### src/rtl/core/pcm_pkg.sv
package pcm_pkg;

  localparam int ChanW   = 5;
  localparam int NumChan = 3;
  localparam int ColourW = ChanW * NumChan;
  localparam int SrcW    = 3;
  localparam int CfgIdxW = 3;
  localparam int CfgDataW = 15;
  localparam int EnableW = 6;

  // register indexes on the config port
  localparam logic [CfgIdxW-1:0] REG_CLIP      = 3'd0;
  localparam logic [CfgIdxW-1:0] REG_PREVENT   = 3'd1;
  localparam logic [CfgIdxW-1:0] REG_USE_SUB   = 3'd2;
  localparam logic [CfgIdxW-1:0] REG_ENABLE    = 3'd3;
  localparam logic [CfgIdxW-1:0] REG_HALVE     = 3'd4;
  localparam logic [CfgIdxW-1:0] REG_SUBTRACT  = 3'd5;
  localparam logic [CfgIdxW-1:0] REG_FIXED     = 3'd6;

  // main-screen source codes
  localparam logic [SrcW-1:0] SRC_BG1      = 3'd0;
  localparam logic [SrcW-1:0] SRC_BG2      = 3'd1;
  localparam logic [SrcW-1:0] SRC_BG3      = 3'd2;
  localparam logic [SrcW-1:0] SRC_BG4      = 3'd3;
  localparam logic [SrcW-1:0] SRC_OBJ_LO   = 3'd4;
  localparam logic [SrcW-1:0] SRC_OBJ_HI   = 3'd5;
  localparam logic [SrcW-1:0] SRC_BACKDROP = 3'd6;

  // enable bit positions
  localparam int EN_OBJ_HI   = 4;
  localparam int EN_BACKDROP = 5;

  typedef struct packed {
    logic               clip;
    logic               prevent;
    logic               use_sub;
    logic [EnableW-1:0] enable;
    logic               halve;
    logic               subtract;
    logic [ColourW-1:0] fixed_col;
  } cfg_t;

  // decoded pixel after the front stage
  typedef struct packed {
    logic               valid;
    logic               math;
    logic               halve;
    logic               subtract;
    logic [ColourW-1:0] a;
    logic [ColourW-1:0] b;
  } front_t;

endpackage

### src/rtl/core/pixel_colour_math_blend.sv
// Channel   Direction  Handshake              Payload
// --------  ---------  ---------------------  ------------------------------------------
// pixel in  in         start / busy           main_source, main_colour,
//                                             sub_is_backdrop, sub_colour
// colour    out        done (1-cycle strobe)  out_colour
// config    in         cfg_valid / cfg_ready  cfg_index, cfg_data
//
// Three-stage pipeline, one pixel per clock; done is start carried through the stages.
// Stage 1 decodes source enable, clip and partner select; stage 2 does the
// per-channel 6-bit add or floored subtract; stage 3 halves or saturates, or passes main.
// busy stays low: nothing downstream can hold a word, so there is no stall.
// rst (sync, active high) clears the valid chain and all config registers to 0.
module pixel_colour_math_blend (
  input  logic                         clk,
  input  logic                         rst,
  // pixel input
  input  logic                         start,
  output logic                         busy,
  input  logic [pcm_pkg::SrcW-1:0]     main_source,
  input  logic [pcm_pkg::ColourW-1:0]  main_colour,
  input  logic                         sub_is_backdrop,
  input  logic [pcm_pkg::ColourW-1:0]  sub_colour,
  // result
  output logic                         done,
  output logic [pcm_pkg::ColourW-1:0]  out_colour,
  // config write
  input  logic                         cfg_valid,
  output logic                         cfg_ready,
  input  logic [pcm_pkg::CfgIdxW-1:0]  cfg_index,
  input  logic [pcm_pkg::CfgDataW-1:0] cfg_data
);
  import pcm_pkg::*;

  cfg_t   cfg;
  front_t front;
  logic   in_accept;

  // No backpressure anywhere in the pipe
  assign busy      = 1'b0;
  assign cfg_ready = 1'b1;
  assign in_accept = start && !busy;

  // Register file; a write applies to words accepted after the write edge
  pcm_cfg_regs u_cfg (
    .clk      (clk),
    .rst      (rst),
    .wr_en    (cfg_valid && cfg_ready),
    .wr_index (cfg_index),
    .wr_data  (cfg_data),
    .cfg      (cfg)
  );

  // Stage 1: clip, source enable, partner select, halve qualify
  pcm_front u_front (
    .clk             (clk),
    .rst             (rst),
    .cfg             (cfg),
    .in_valid        (in_accept),
    .main_source     (main_source),
    .main_colour     (main_colour),
    .sub_is_backdrop (sub_is_backdrop),
    .sub_colour      (sub_colour),
    .front           (front)
  );

  // Stages 2 and 3: channel arithmetic and output register
  pcm_mixer u_mixer (
    .clk        (clk),
    .rst        (rst),
    .front      (front),
    .out_valid  (done),
    .out_colour (out_colour)
  );

endmodule

### src/rtl/core/pcm_cfg_regs.sv
module pcm_cfg_regs (
  input  logic                         clk,
  input  logic                         rst,
  input  logic                         wr_en,
  input  logic [pcm_pkg::CfgIdxW-1:0]  wr_index,
  input  logic [pcm_pkg::CfgDataW-1:0] wr_data,
  output pcm_pkg::cfg_t                cfg
);
  import pcm_pkg::*;

  always_ff @(posedge clk) begin
    if (rst) begin
      cfg <= '0;
    end else if (wr_en) begin
      unique case (wr_index)
        REG_CLIP:     cfg.clip      <= wr_data[0];
        REG_PREVENT:  cfg.prevent   <= wr_data[0];
        REG_USE_SUB:  cfg.use_sub   <= wr_data[0];
        REG_ENABLE:   cfg.enable    <= wr_data[EnableW-1:0];
        REG_HALVE:    cfg.halve     <= wr_data[0];
        REG_SUBTRACT: cfg.subtract  <= wr_data[0];
        REG_FIXED:    cfg.fixed_col <= wr_data[ColourW-1:0];
        default: ;  // unmapped index, dropped
      endcase
    end
  end

endmodule

### src/rtl/core/pcm_front.sv
module pcm_front (
  input  logic                        clk,
  input  logic                        rst,
  input  pcm_pkg::cfg_t               cfg,
  input  logic                        in_valid,
  input  logic [pcm_pkg::SrcW-1:0]    main_source,
  input  logic [pcm_pkg::ColourW-1:0] main_colour,
  input  logic                        sub_is_backdrop,
  input  logic [pcm_pkg::ColourW-1:0] sub_colour,
  output pcm_pkg::front_t             front
);
  import pcm_pkg::*;

  logic src_en;

  always_comb begin
    unique case (main_source)
      SRC_BG1, SRC_BG2, SRC_BG3, SRC_BG4: src_en = cfg.enable[main_source[1:0]];
      SRC_OBJ_HI:                         src_en = cfg.enable[EN_OBJ_HI];
      SRC_BACKDROP:                       src_en = cfg.enable[EN_BACKDROP];
      default:                            src_en = 1'b0;  // low-palette obj, unused code
    endcase
  end

  always_ff @(posedge clk) begin
    if (rst) begin
      front.valid <= 1'b0;
    end else begin
      front.valid <= in_valid;
    end
    front.math     <= !cfg.prevent && src_en;
    front.halve    <= cfg.halve && !cfg.clip && !(cfg.use_sub && sub_is_backdrop);
    front.subtract <= cfg.subtract;
    front.a        <= cfg.clip ? '0 : main_colour;
    front.b        <= cfg.use_sub ? sub_colour : cfg.fixed_col;
  end

endmodule

### src/rtl/core/pcm_mixer.sv
module pcm_mixer (
  input  logic                        clk,
  input  logic                        rst,
  input  pcm_pkg::front_t             front,
  output logic                        out_valid,
  output logic [pcm_pkg::ColourW-1:0] out_colour
);
  import pcm_pkg::*;

  // stage 2: raw per-channel add or floored subtract
  logic [NumChan-1:0][ChanW:0] raw_next;
  logic [NumChan-1:0][ChanW:0] raw;
  logic               s2_valid;
  logic               s2_math;
  logic               s2_halve;
  logic [ColourW-1:0] s2_main;

  always_comb begin
    for (int ch = 0; ch < NumChan; ch++) begin
      logic [ChanW:0] ca;
      logic [ChanW:0] cb;
      logic [ChanW:0] diff;
      ca   = {1'b0, front.a[ch*ChanW +: ChanW]};
      cb   = {1'b0, front.b[ch*ChanW +: ChanW]};
      diff = ca - cb;
      if (front.subtract) begin
        raw_next[ch] = diff[ChanW] ? '0 : diff;  // borrow floors at zero
      end else begin
        raw_next[ch] = ca + cb;
      end
    end
  end

  always_ff @(posedge clk) begin
    if (rst) begin
      s2_valid <= 1'b0;
    end else begin
      s2_valid <= front.valid;
    end
    raw      <= raw_next;
    s2_math  <= front.math;
    s2_halve <= front.halve;
    s2_main  <= front.a;
  end

  // stage 3: halve or saturate, then pick math or pass-through
  logic [ColourW-1:0] mixed;

  always_comb begin
    for (int ch = 0; ch < NumChan; ch++) begin
      if (s2_halve) begin
        mixed[ch*ChanW +: ChanW] = raw[ch][ChanW:1];
      end else if (raw[ch][ChanW]) begin
        mixed[ch*ChanW +: ChanW] = '1;
      end else begin
        mixed[ch*ChanW +: ChanW] = raw[ch][ChanW-1:0];
      end
    end
  end

  always_ff @(posedge clk) begin
    if (rst) begin
      out_valid <= 1'b0;
    end else begin
      out_valid <= s2_valid;
    end
    out_colour <= s2_math ? mixed : s2_main;
  end

endmodule

### config.mk
export PLATFORM = sky130hd
export DESIGN_NAME = pixel_colour_math_blend
export DESIGN_NICKNAME = d
export VERILOG_FILES = /design/src/rtl/core/pcm_pkg.sv /design/src/rtl/core/pixel_colour_math_blend.sv /design/src/rtl/core/pcm_cfg_regs.sv /design/src/rtl/core/pcm_front.sv /design/src/rtl/core/pcm_mixer.sv
export SDC_FILE = /design/constraint.sdc
export NUM_CORES = 1
export LEC_CHECK = 0
export CAP_MARGIN = 30
export CELL_PAD_IN_SITES_DETAIL_PLACEMENT = 1
export CELL_PAD_IN_SITES_GLOBAL_PLACEMENT = 1
export CORE_ASPECT_RATIO = 1.25
export CORE_MARGIN = 2
export CORE_UTILIZATION = 25
export CTS_BUF_LIST = sky130_fd_sc_hd__clkbuf_2
export DETAILED_ROUTE_END_ITERATION = 7
export DONT_BUFFER_PORTS = 1
export PLACE_DENSITY_LB_ADDON = 0.1
export SYNTH_ARGS = -nofsm -noshare
export SYNTH_HDL_FRONTEND = slang
export SYNTH_SLANG_ARGS = --single-unit
### constraint.sdc
create_clock -name clk -period 4.5 [get_ports clk]
set_input_delay 0.45 -clock clk [delete_from_list [all_inputs] [get_ports clk]]
set_output_delay 0.45 -clock clk [all_outputs]
set_load 0.02 [all_outputs]
; ---- Word-level counts from Yosys, hierarchy flattened
; Index checks and enable logic that the tools add are counted.
[op_classes]
add_sub_neg = 6
multipliers = 0
div = 0
n_lt_le_gt_ge = 1
n_eq_ne = 11
n_shift = 0
n_mux = 17
bitwise = 0
reduce_logical = 17
[ops]
columns = cell, n
row1 = $mux W5, 9
row2 = $mux W15, 2
row3 = $add A5 B5 Y6, 3
row4 = $mux W6, 3
row5 = $sub A5 B5 Y6, 3
row6 = $eq A3 B3 Y1 const B, 5
row7 = $reduce_and A2 Y1, 7
row8 = $eq A3 B2 Y1 const B, 4
row9 = $eq A3 B1 Y1 const B, 2
row10 = $logic_not A3 Y1, 2
row11 = $logic_and A1 B1 Y1, 4
row12 = $lt A2 B4 Y1 const B, 1
row13 = $reduce_or A4 Y1, 1
row14 = $logic_not A1 Y1, 3
row15 = $pmux W1 S3, 1
row16 = $bmux W1 S2, 1
row17 = $mux W1, 1
[totals]
register_bits = 112
latch_bits = 0
ramBits = 0
romBits = 0
input_bits = 56
output_inout_bits = 18
elab_cells = 74
mem_count = 0

; ---- Logic depth before layout (Yosys ltp)
[depth]
depth_word = 4
mapped_depth = 9
ltp_nobuf = 9

; ---- By module
; A second synthesis with hierarchy kept.
[hier_totals]
hier_cells = 482
area_unflattened_um2 = 4924.7
[modules_own_cells]
columns = module, n_inst, cells_each, area_per_inst_um2, seq_area_each_um2
row1 = pcm_mixer, 1, 297, 2711.4, 1041.0
row2 = pcm_cfg_regs, 1, 106, 1144.8, 520.5
row3 = pcm_front, 1, 75, 1046.0, 680.7
row4 = pixel_colour_math_blend, 1, 4, 22.5, 0.0

; ---- Worst setup path after synthesis
; OpenSTA, ideal clock, no wires.
[synth_path]
kind = reg2reg
startpoint = reg u_front.front[11] (netlist name)
endpoint = reg u_mixer.raw[15] (netlist bit)
setup_time_ns = 0.062
t_arrival_ns = 1.601
required_time_ns = 4.438
path_slack_ns = 2.837
path_stages_with_launch = 7
n_path_buf = 0
period_less_slack_ns = 1.663
cell_sequence = dfxtp_1 -> inv_1 -> ha_1 -> nor2b_1 -> o21a_1 -> or4_1 -> nand3_1
[synth_lines]
columns = element, line
row1 = "end signal, assigned", pcm_mixer.sv:40  ; raw <= raw_next;
row2 = "end, declared", pcm_mixer.sv:12  ; logic [NumChan-1:0][ChanW:0] raw;

==> metrics <==
result of the run=completed; final net count=618; Clock Skews=between 0.03 and 0.04 ns; synthesis-stage register bit count=approximately 110; all-layer global routing usage=a little under an eighth; Crit Reg-Reg Startpoint=u_front.front[11]; initial antenna violation count=1; Total Die Area=approximately 0.02 mm2; transition at the pin with the smallest max-transition slack=~0.8 ns; Post CTS Setup Buffer Count=0; period utilisation layout=between 40 and 50%; Clock Sink Count=112; number of nets with antenna violations after detailed routing=0; Mapped Avg Cell Area=roughly 10 um2; height of the die=about 160 um; HP Start=cfg_index[2]; endpoint type of the worst setup path=flip-flop; Die Width=about 130 um; post-synthesis cell type count=48; power per standard cell area=around 320 mW/mm2; share of total power in sequential cells=just over 60%; area of the multi-input gates=0.00222 mm2; RSZ-0062 raised after global routing=false; Max Cap Viol=0; largest fanout on the critical path=3; number of CTS-inserted buffers=9; placeable core region=0.0182 mm2; Max Clock Freq=around 540 MHz; routed via count divided by cell count=around 4.2; clock root cell=clkbuf_2; DRC=0; kind of start point of the critical path=flip-flop; DR pass1 iterations=4; Leak Pwr=roughly 0.0022 uW; switching power of the nets=between 500 and 600 uW; max_slew headroom=46.3%; largest net degree at the start of global routing=30; count of synthesis-stage warnings from yosys=0; data required time at the worst endpoint=~5.1 ns; clock transition time at the flip-flop clock pins of the worst setup and hold paths=between 0.2 and 0.3 ns; Worst Hold Margin=slightly above 0.1 ns; cells after synthesis=478; share of layout cells above drive strength 1=under 10%; area added between synthesis and finish=19.3%; peak supply drop=0.125 mV; Synth Flop Type=dfxtp_1; total number of H-tree levels=3; routability cong.=around 0.77; number of enable flip-flop cells after synthesis=0; Slew Limit Fails=0; post-CTS resize count=0; Switching Fraction=27.8%; worst endpoint data arrival time=around 2.4 ns; total via count after detailed routing=between 3,000 and 4,000; floorplan row count=55; Placed Area=about 0.0049 mm2; TritonCTS clock tree=done; clk_lat worst skew=around 0.62 ns; post-synthesis sequential area ratio=between 40% and 50%; Setup-failing EPs final=0; ys async rst share=0%; post-route total power=1810 uW; internal power consumption=roughly 1300 uW; type of the setup path with the least slack=reg -> reg; wirelength, routed=around 11 mm; final design area excluding fillers=between 0.005 and 0.006 mm2; Clock Power Share=around a quarter; Clock Tree Buf Depth=2; CTS Hold Buffers Added=between 50 and 60; Fin. Hold Viols=0; leftover overflow at the end of global routing=0; top-level port count=74; starting density of the core=25.7%; HPWL Detailed=about 8 mm; post-layout min period=1.86 ns; count of input and output buffers=0; netlist area before placement=about 0.0047 mm2; Synth Net Count=570; sequential cell area in the final layout=between 0.002 and 0.0025 mm2; wire length per cell=approximately 14 um; number of DRC markers in iteration 0=81; summed negative setup slack over all endpoints=0 ns; fillcell total=about 2,100; via count of the first global-routing pass=about 3,500; path category of the worst min-delay check=in -> reg; fraction of power consumed by combinational cells=a little under an eighth; first-pass GRT wire length=between 15 and 20 mm; Setup crit start=u_front.front[11]
[metrics by stage]
step                      util [%]  setup slack, ns  instances
final                         30.6             2.64        760
after floorplan                  -             2.84        478
after CTS                     30.5             2.61        758
after global routing          30.6             2.51        760
after global placement        26.7             2.72        686
after detailed placement      26.8             2.66        687
[power groups by stage]
stage | Clock [uW] | Sequential [uW] | Combinational [uW]
finish | 484 | 1120 | 206
global route | 555 | 1130 | 236
CTS | 525 | 1120 | 208
detailed placement | 0 | 1140 | 163
global placement | 0 | 1140 | 157
floorplan | 0 | 1120 | 143
[worst max-delay path, stage by stage (launching register included)]
cell     delay, ns
dfxtp_1       0.47
inv_1         0.11
ha_1          0.31
nor2b_1       0.15
o21a_1        0.18
or4_1         0.50
nand3_1       0.10
[path summary, 6_finish.rpt]
kind | end | slack, ns | cells past startpoint
worst max-delay path | u_mixer.raw[15] | 2.64 | 6
worst min-delay path | u_cfg.cfg[23] | 0.10 | 3
worst max register to register | u_mixer.raw[15] | 2.64 | 6
worst min register to register | u_front.front[30] | 0.38 | 0
[kinds of logic after synthesis]
| logic type | count (synthesis) | synth area share [%] |
|---|---|---|
| buffers and inverters | 51 | 4.68 |
| AOI/OAI and AO/OA | 87 | 11.0 |
| other | 2 | 0.161 |
| muxes | 42 | 9.98 |
| xor gates and xnor gates | 8 | 1.50 |
| adders and majority gates | 36 | 10.6 |
| DFF | 112 | 47.9 |
| and+or+nand+nor | 140 | 14.2 |
[registers in the layout, summed over array words and instances (netlist names)]
signal	cells
u_front.front	34
u_cfg.cfg	26
u_mixer.raw	18
u_mixer.out_colour	15
u_mixer.s2_main	15
u_mixer.out_valid	1
u_mixer.s2_halve	1
u_mixer.s2_math	1
u_mixer.s2_valid	1
[cells in the mapped netlist, types with 2 or more instances]
cell	number	area, um2
nor3b_1	2	15.0
nor3_1	4	20.0
inv_1	31	116
xor2_1	3	26.3
mux2i_1	14	140
buf_4	3	22.5
nand2_1	47	176
o21bai_1	5	37.5
nand2b_1	6	37.5
nand3b_1	3	22.5
ha_1	30	375
xnor2_1	5	43.8
nand3_1	3	15.0
o21ai_1	3	15.0
conb_1	2	7.51
a211oi_1	2	15.0
mux2_2	27	304
clkbuf_1	9	33.8
dfxtp_1	112	2240
nor2b_1	23	144
nor2_1	43	161
buf_2	7	35.0
o21ai_0	20	100
a221oi_1	3	26.3
fa_1	6	120
o211ai_1	2	15.0
o21a_1	4	30.0
o22ai_1	4	25.0
nand4b_1	2	17.5
a21oi_1	35	175
[final cells by class]
| cell class | instances | area share, % |
|---|---|---|
| diodes | 1 | 0.0448 |
| clock buffers | 9 | 0.807 |
| clock inverters | 7 | 1.46 |
| inverters | 31 | 2.08 |
| multi-input cells | 315 | 39.7 |
| flip-flops and latches | 112 | 40.2 |
| well taps | 228 | 5.11 |
| repair buffers | 57 | 10.6 |
[layer usage]
layer / up-vias / global-route usage (%) / share of wire [%]
li1: 1680 / - / -
met1: 1460 / 14.5 / 48
met2: 52 / 18.3 / 46
met3: 11 / 3.40 / 4.8
met4: 0 / 4.08 / 1.3
met5: - / 0 / 0
[cells in the final DEF, fill, tap and decap left out, types with 14 or more instances in the layout]
master and count:
a21oi_1 35, dfxtp_1 112, dlygate4sd3_1 55, ha_1 30, inv_1 31, mux2_2 27
mux2i_1 14, nand2_1 47, nor2_1 43, nor2b_1 23, o21ai_0 20
Power figures use the tool's default switching activity.
